[config.mk]
export PLATFORM = sky130hd
export DESIGN_NAME = csm_ctrl
export DESIGN_NICKNAME = d
export VERILOG_FILES = /design/src/csm_pkg.sv /design/src/csm_ctrl.sv
export SDC_FILE = /design/constraint.sdc
export NUM_CORES = 1
export LEC_CHECK = 0
export BUFFER_PORTS_ARGS = -buffer_cell sky130_fd_sc_hd__buf_2
export CORE_AREA = 3 3 40 42
export DETAILED_ROUTE_END_ITERATION = 7
export DIE_AREA = 0 0 43 45
export GPL_TIMING_DRIVEN = 0
export SLEW_MARGIN = 5
export SYNTH_ARGS = -nofsm -noshare
export SYNTH_HDL_FRONTEND = slang
export SYNTH_SLANG_ARGS = --single-unit
[constraint.sdc]
create_clock -name aclk -period 1.65 [get_ports aclk]
set_clock_uncertainty 0.05 [all_clocks]
set_input_delay 0.33 -clock aclk [delete_from_list [all_inputs] [get_ports aclk]]
set_output_delay 0.33 -clock aclk [all_outputs]
set_load 0.05 [all_outputs]
[src/csm_pkg.sv]
// Shared types, constants and tables for the centroid and scatter matrix block.
// No dependencies; every other file in src imports this package.
package csm_pkg;

    // Store capacity and coordinate format.
    localparam int MAX_POINTS = 1024;
    localparam int COORD_W    = 20;
    localparam int NAXES      = 3;
    localparam int NPAIRS     = 6;

    // Derived widths.
    localparam int ADDR_W  = $clog2(MAX_POINTS);
    localparam int CNT_W   = $clog2(MAX_POINTS + 1);
    localparam int SUM_W   = COORD_W + ADDR_W;
    localparam int STEP_W  = $clog2(SUM_W + 1);
    localparam int DEV_W   = COORD_W + 1;
    localparam int PROD_W  = 2 * DEV_W;

    // Result field widths.
    localparam int SQ_W    = 51;
    localparam int CROSS_W = 52;
    localparam int ACC_W   = CROSS_W;
    localparam int PU_W    = 11;

    // Configuration port.
    localparam int REG_IDX_W = 1;
    localparam int PADDR_W   = REG_IDX_W + 2;
    localparam int PDATA_W   = 32;
    localparam int DIM_W     = 2;
    localparam logic [REG_IDX_W-1:0] REG_DIMENSIONS = '0;
    localparam logic [DIM_W-1:0]     DIM_3D         = 2'd3;
    localparam logic [DIM_W-1:0]     DIM_RESET      = 2'd3;

    typedef logic signed [COORD_W-1:0] coord_t;
    typedef coord_t [NAXES-1:0] point_t;

    typedef logic [1:0] axis_t;

    // Axis pairs of the scatter entries, in the order xx, xy, xz, yy, yz, zz.
    localparam axis_t PAIR_A [NPAIRS] = '{2'd0, 2'd0, 2'd0, 2'd1, 2'd1, 2'd2};
    localparam axis_t PAIR_B [NPAIRS] = '{2'd0, 2'd1, 2'd2, 2'd1, 2'd2, 2'd2};

    // One result; the first field sits in the highest bits, centroid_x in the lowest.
    typedef struct packed {
        logic                 overflowed;
        logic [PU_W-1:0]      points_used;
        logic [SQ_W-1:0]      scatter_zz;
        logic [CROSS_W-1:0]   scatter_yz;
        logic [SQ_W-1:0]      scatter_yy;
        logic [CROSS_W-1:0]   scatter_xz;
        logic [CROSS_W-1:0]   scatter_xy;
        logic [SQ_W-1:0]      scatter_xx;
        coord_t               centroid_z;
        coord_t               centroid_y;
        coord_t               centroid_x;
    } result_t;

    localparam int S_TDATA_W = ((NAXES * COORD_W + 7) / 8) * 8;
    localparam int M_TDATA_W = (($bits(result_t) + 7) / 8) * 8;

    // Controller to datapath.
    typedef struct packed {
        logic pt_accept;
        logic div_start;
        logic rd_en;
        logic emit;
    } csm_cmd_t;

    // Datapath to controller.
    typedef struct packed {
        logic div_done;
        logic rd_last;
        logic pipe_busy;
        logic out_free;
    } csm_stat_t;

endpackage

[src/csm_ctrl.sv]
// Controller state machine: sequences loading, division, the pass and the result.
// Depends on csm_pkg for the command and status structs.
module csm_ctrl
    import csm_pkg::*;
(
    input  logic      aclk,
    input  logic      aresetn,
    input  logic      s_tvalid,
    input  logic      s_tlast,
    output logic      s_tready,
    input  csm_stat_t stat,
    output csm_cmd_t  cmd
);

    typedef enum logic [5:0] {
        ST_LOAD   = 6'b000001,
        ST_DSTART = 6'b000010,
        ST_DIV    = 6'b000100,
        ST_PASS   = 6'b001000,
        ST_DRAIN  = 6'b010000,
        ST_EMIT   = 6'b100000
    } state_t;

    state_t state_reg;
    state_t state_next;

    always_ff @(posedge aclk) begin
        if (!aresetn) begin
            state_reg <= ST_LOAD;
        end else begin
            state_reg <= state_next;
        end
    end

    always_comb begin
        state_next = state_reg;
        cmd        = '0;
        s_tready   = 1'b0;
        unique case (state_reg)
            ST_LOAD: begin
                s_tready      = 1'b1;
                cmd.pt_accept = s_tvalid;
                if (s_tvalid && s_tlast) begin
                    state_next = ST_DSTART;
                end
            end
            ST_DSTART: begin
                cmd.div_start = 1'b1;
                state_next    = ST_DIV;
            end
            ST_DIV: begin
                if (stat.div_done) begin
                    state_next = ST_PASS;
                end
            end
            ST_PASS: begin
                cmd.rd_en = 1'b1;
                if (stat.rd_last) begin
                    state_next = ST_DRAIN;
                end
            end
            ST_DRAIN: begin
                if (!stat.pipe_busy) begin
                    state_next = ST_EMIT;
                end
            end
            ST_EMIT: begin
                if (stat.out_free) begin
                    cmd.emit   = 1'b1;
                    state_next = ST_LOAD;
                end
            end
            default: begin
                state_next = ST_LOAD;
            end
        endcase
    end

endmodule

# Word-level counts from Yosys, hierarchy flattened
# Cells that the tools add are included.
# Widths: inputs -> output; s select.
totals:
  regBits: 6
  input_bits: 8
  out_inout_bits: 5
  elab_cells: 26
classes:
  n_eq_ne: 11
  n_mux: 12
  n_reduce_logical: 2
ops:
  columns: ["op", "n"]
  rows:
  - ["$pmux 6 s6", 1]
  - ["$mux 6", 5]
  - ["$ne 2x2->1 const B", 5]
  - ["$eq 6x1->1 const B", 1]
  - ["$eq 6x2->1 const B", 1]
  - ["$eq 6x3->1 const B", 1]
  - ["$eq 6x4->1 const B", 1]
  - ["$eq 6x5->1 const B", 1]
  - ["$eq 6x6->1 const B", 1]
  - ["$mux 1", 6]
  - ["$reduce_and 5->1", 1]
  - ["$logic_and 1x1->1", 1]

# Longest topological paths before layout
depth:
  word_depth: 3
  ltp_mapped: 5
  mapped_depth_nobuf: 4

# Worst setup path before layout
# No wires, ideal clock.
synth_path:
  path_kind: "register -> output"
  start: "register state_reg[4]"
  end: "output cmd[0] (netlist name)"
  arrival_time_ns: 2.286
  required_time_ns: 1.270
  setup_slack_ns: -1.016
  path_stages_with_launch: 4
  n_path_buf: 1
  cell_sequence: "dfxtp_1 > buf_6 > or3_4 > nor4_1"
synth_rtl:
  columns: ["item", "line", "text"]
  rows:
  - ["start, declared", "csm_ctrl.sv:24", "state_t state_reg;"]
  - ["start signal, assigned", "csm_ctrl.sv:31", "state_reg <= state_next;"]
  - ["end, declared", "csm_ctrl.sv:12", "output csm_cmd_t cmd"]

==> metrics.md <==
| Metric | Value |
|---|---|
| Post-Layout Inst Area | 731 um2 |
| CTS HTree Levels | 1 |
| Routed vias | 500 |
| CTS tree | built |
| Failing checks | setup timing |
| Crit path DAT | 1.35 ns |
| Buf/Inv on CP | 1 |
| Clock share of power | 0.187 |
| Initial Utilization | 0.344 |
| FP Rows | 13 |
| Worst-path clk slew | 0.05 ns |
| Worst Setup End Kind | primary output |
| Reg-to-Reg End | state_reg[0]$_SDFFE_PN1P_ |
| Final net count | 92 |
| Crit path time final | 1.73 ns |
| Chip Width | 43 um |
| Ranking of synthesized cells by area | dfxtp_1 27%, nor2b_1 7.1%, nor2_1 5.9% |
| Fin cells | 97 |
| Worst VDD drop | 751 uV |
| Clk sinks | 6 |
| Mapped Area | 442 um2 |
| Sw Ratio | 0.372 |
| First-pass GRT wire length | 1710 um |
| HPWL after DPL | 716 um |
| # IOs | 13 |
| Part of the cycle the worst path needs | 1.05 |
| Slew margin rel. | 0.807 |
| Synth-to-layout area growth | 65.4% |
| TritonCTS buffer count | 3 |
| Final setup fails | 5 |
| Req. time, crit path | 1.27 ns |
| Pre-CTS setup slack | 0.0455 ns |
| Max Cap Viol | 0 |
| Syn Area/Cell | 8.03 um2 |
| Reg2reg path depth | 7 |
| Largest register FFs | 6 |
| Placed insts | 82 |
| Crit path max-delay cell type | or3_4 |
| RSZ-0062 raised after global routing | yes |
| Status | finished, violations left |
| Setup WS post-layout | -0.0780 ns |
| Vias per cell | 5.15 |
| Worst R2R Setup Slack | 0.20 ns |
| CP cell instances | or3_4 > nor4_4 > buf_6 |
| Power share of the combinational group | 0.530 |
| # port buffers | 12 |
| Seq pwr share | 0.283 |
| Largest net degree at the start of global routing | 10 |
| # DRC | 0 |
| Die height | 45 um |
| Max Fclk | 0.579 GHz |
| WHS | 0.305 ns |
| Synth Net Count | 63 |
| Cell taking the most area after synthesis | dfxtp_1 |
| Fraction of layout instances using a drive strength above 1 | 0.500 |
| Worst-margin pin slew | 0.286 ns |
| Sequential share of the synthesized area | 0.272 |
| Root Buffer Master | clkbuf_4 |
| Routed length per instance | 12.1 um |
| CP Class | flop to primary output |
| Hold_sp | aresetn |
| Crit-path leading delay family | simple AND/OR/NAND/NOR gates |
| Clk buf depth | 2 |
| Crit Reg-Reg Startpoint | state_reg[5]$_SDFFE_PN0P_ |
| Core area | 1280 um2 |
| Routability congestion estimate | 0.740 |
| Synthesized netlist cell count | 55 |
| Yosys warning count | 0 |
| # hold bufs at CTS | 0 |
| P_leak | 0.000346 uW |
| Hold Path End | state_reg[4]$_SDFFE_PN0P_ |
| N_diodes | 0 |
| Switching power | 270 uW |
| Initial antenna violation count | 0 |
| PwrDens | 994 nW/um2 |
| Max FO, Critical Path | 7 |
| HP Class | input pin to flop |
| Final WL | 1170 um |
| Placed cell area | 537 um2 |
| Tot GR Track Use | 0.121 |
| WHS Path Cells | 3 |
| Internal | 456 uW |
| Unique cell type count in the Yosys netlist | 25 |
| Iteration-0 DRC Markers | 16 |
| Vias in the first global route | 420 |
| Fin. Hold Viols | 0 |
| Slowest stage delay, CP | 0.39 ns |
| Startpoint types | flop |
| FF+latch count, synth | 6 |
| Pre-Repair DR Iteration Count | 4 |
| Later-pin clock latency in the skew report | 0.25 ns |
| Final global-route overflow total | 0 |
| Max-slew violation count | 0 |
| Die area | 1940 um2 |
| Yosys top cell area share | 0.272 |
| Detail Route Antenna Nets | 0 |
| Final setup TNS | -0.231 ns |
## power by group through the flow
| stage | clock (uW) | combinational, uW | sequential (uW) |
|---|---|---|---|
| after detailed placement | 0 | 231 | 195 |
| after CTS | 138 | 302 | 203 |
| final | 136 | 385 | 206 |
| after floorplan | 0 | 189 | 188 |
| after global placement | 0 | 232 | 195 |
| after global routing | 156 | 408 | 209 |
## routing by layer
layer	global-route usage	vias up	wire, um
met5	0	-	0
met4	0.0181	0	14
met3	0.0717	2	77
met2	0.204	14	586
met1	0.135	231	493
li1	-	253	-
## final cells by class
cell class,count,area [um2]
Timing Repair Buffer,25,196
Multi-Input combinational cell,44,333
Inverter,2,7.51
Buffer,2,22.5
Clock buffer,3,22.5
Tap cell,15,18.8
Sequential cell,6,130
Fill cell,125,554
## how the worst max path moves through the flow
stage,from,endpoint,cells after the start
5_1_grt,state_reg[2]$_SDFFE_PN0P_,cmd[1],5
3_5_place_dp,state_reg[1]$_SDFFE_PN0P_,cmd[1],4
6_report,state_reg[0]$_SDFFE_PN1P_,cmd[0],3
4_1_cts,state_reg[4]$_SDFFE_PN0P_,cmd[0],4
2_1_floorplan,state_reg[4]$_SDFFE_PN0P_,cmd[0],3
3_3_place_gp,state_reg[1]$_SDFFE_PN0P_,cmd[1],4
## cells by family (layout without fill, tap and decap cells)
kind of cell    after synthesis  count (layout)  synth area share
buf+inv                       5              32            0.0793
simple gates                 31              31             0.442
mux                           1               1            0.0255
compound gates               12              12             0.181
flops                         6               6             0.272
## metrics by stage
stage	util	power, uW
3_5_place_dp	0.418	427
6_report	0.569	726
5_1_grt	0.569	773
2_1_floorplan	-	377
3_3_place_gp	0.418	427
4_1_cts	0.526	643
## worst min-delay path: cells and delay by family
kind	cells	cell delay [ns]
buf+inv	1	0.14
simple gates	2	0.09
## what timing repair did
item / 4_1_cts / 5_1_grt
setup endpoints to repair: 5 / 5
hold endpoints to repair: 0 / 0
pin swaps: 3 / 7
gates resized for setup: 16 / 8
setup buffers: 8 / 5
## cells in the mapped netlist
library cell	count
nor2_1	7
o21bai_1	2
nor3b_1	2
nor2b_1	5
mux2_1	1
nand2_1	4
o21ai_2	1
and3_1	1
nor4b_2	1
and2_1	3
buf_6	2
a21oi_1	3
buf_2	1
o21ai_1	2
o211a_1	1
dfxtp_1	6
nor4_2	2
o311ai_0	1
o31ai_1	1
nand3_1	2
o21ai_0	1
nor4_1	2
or3_4	1
and3b_1	1
inv_1	2
## cell usage in the layout (no fill, tap or decap)
| master | instances |
|---|---|
| a21oi_1 | 3 |
| and2_1 | 3 |
| and3_4 | 1 |
| and3b_1 | 1 |
| buf_2 | 7 |
| buf_4 | 12 |
| buf_6 | 7 |
| buf_8 | 1 |
| clkbuf_4 | 3 |
| dfxtp_1 | 2 |
| dfxtp_2 | 2 |
| dfxtp_4 | 2 |
| inv_1 | 2 |
| mux2_1 | 1 |
| nand2_1 | 4 |
| nand3_1 | 2 |
| nor2_1 | 7 |
| nor2b_1 | 5 |
| nor3b_1 | 2 |
| nor4_1 | 1 |
| nor4_4 | 3 |
| nor4b_4 | 1 |
| o211a_1 | 1 |
| o21ai_0 | 1 |
| o21ai_1 | 2 |
| o21ai_2 | 1 |
| o21bai_1 | 2 |
| o311ai_0 | 1 |
| o31ai_1 | 1 |
| or3_4 | 1 |
No activity file was read; power rests on OpenSTA's default activity.
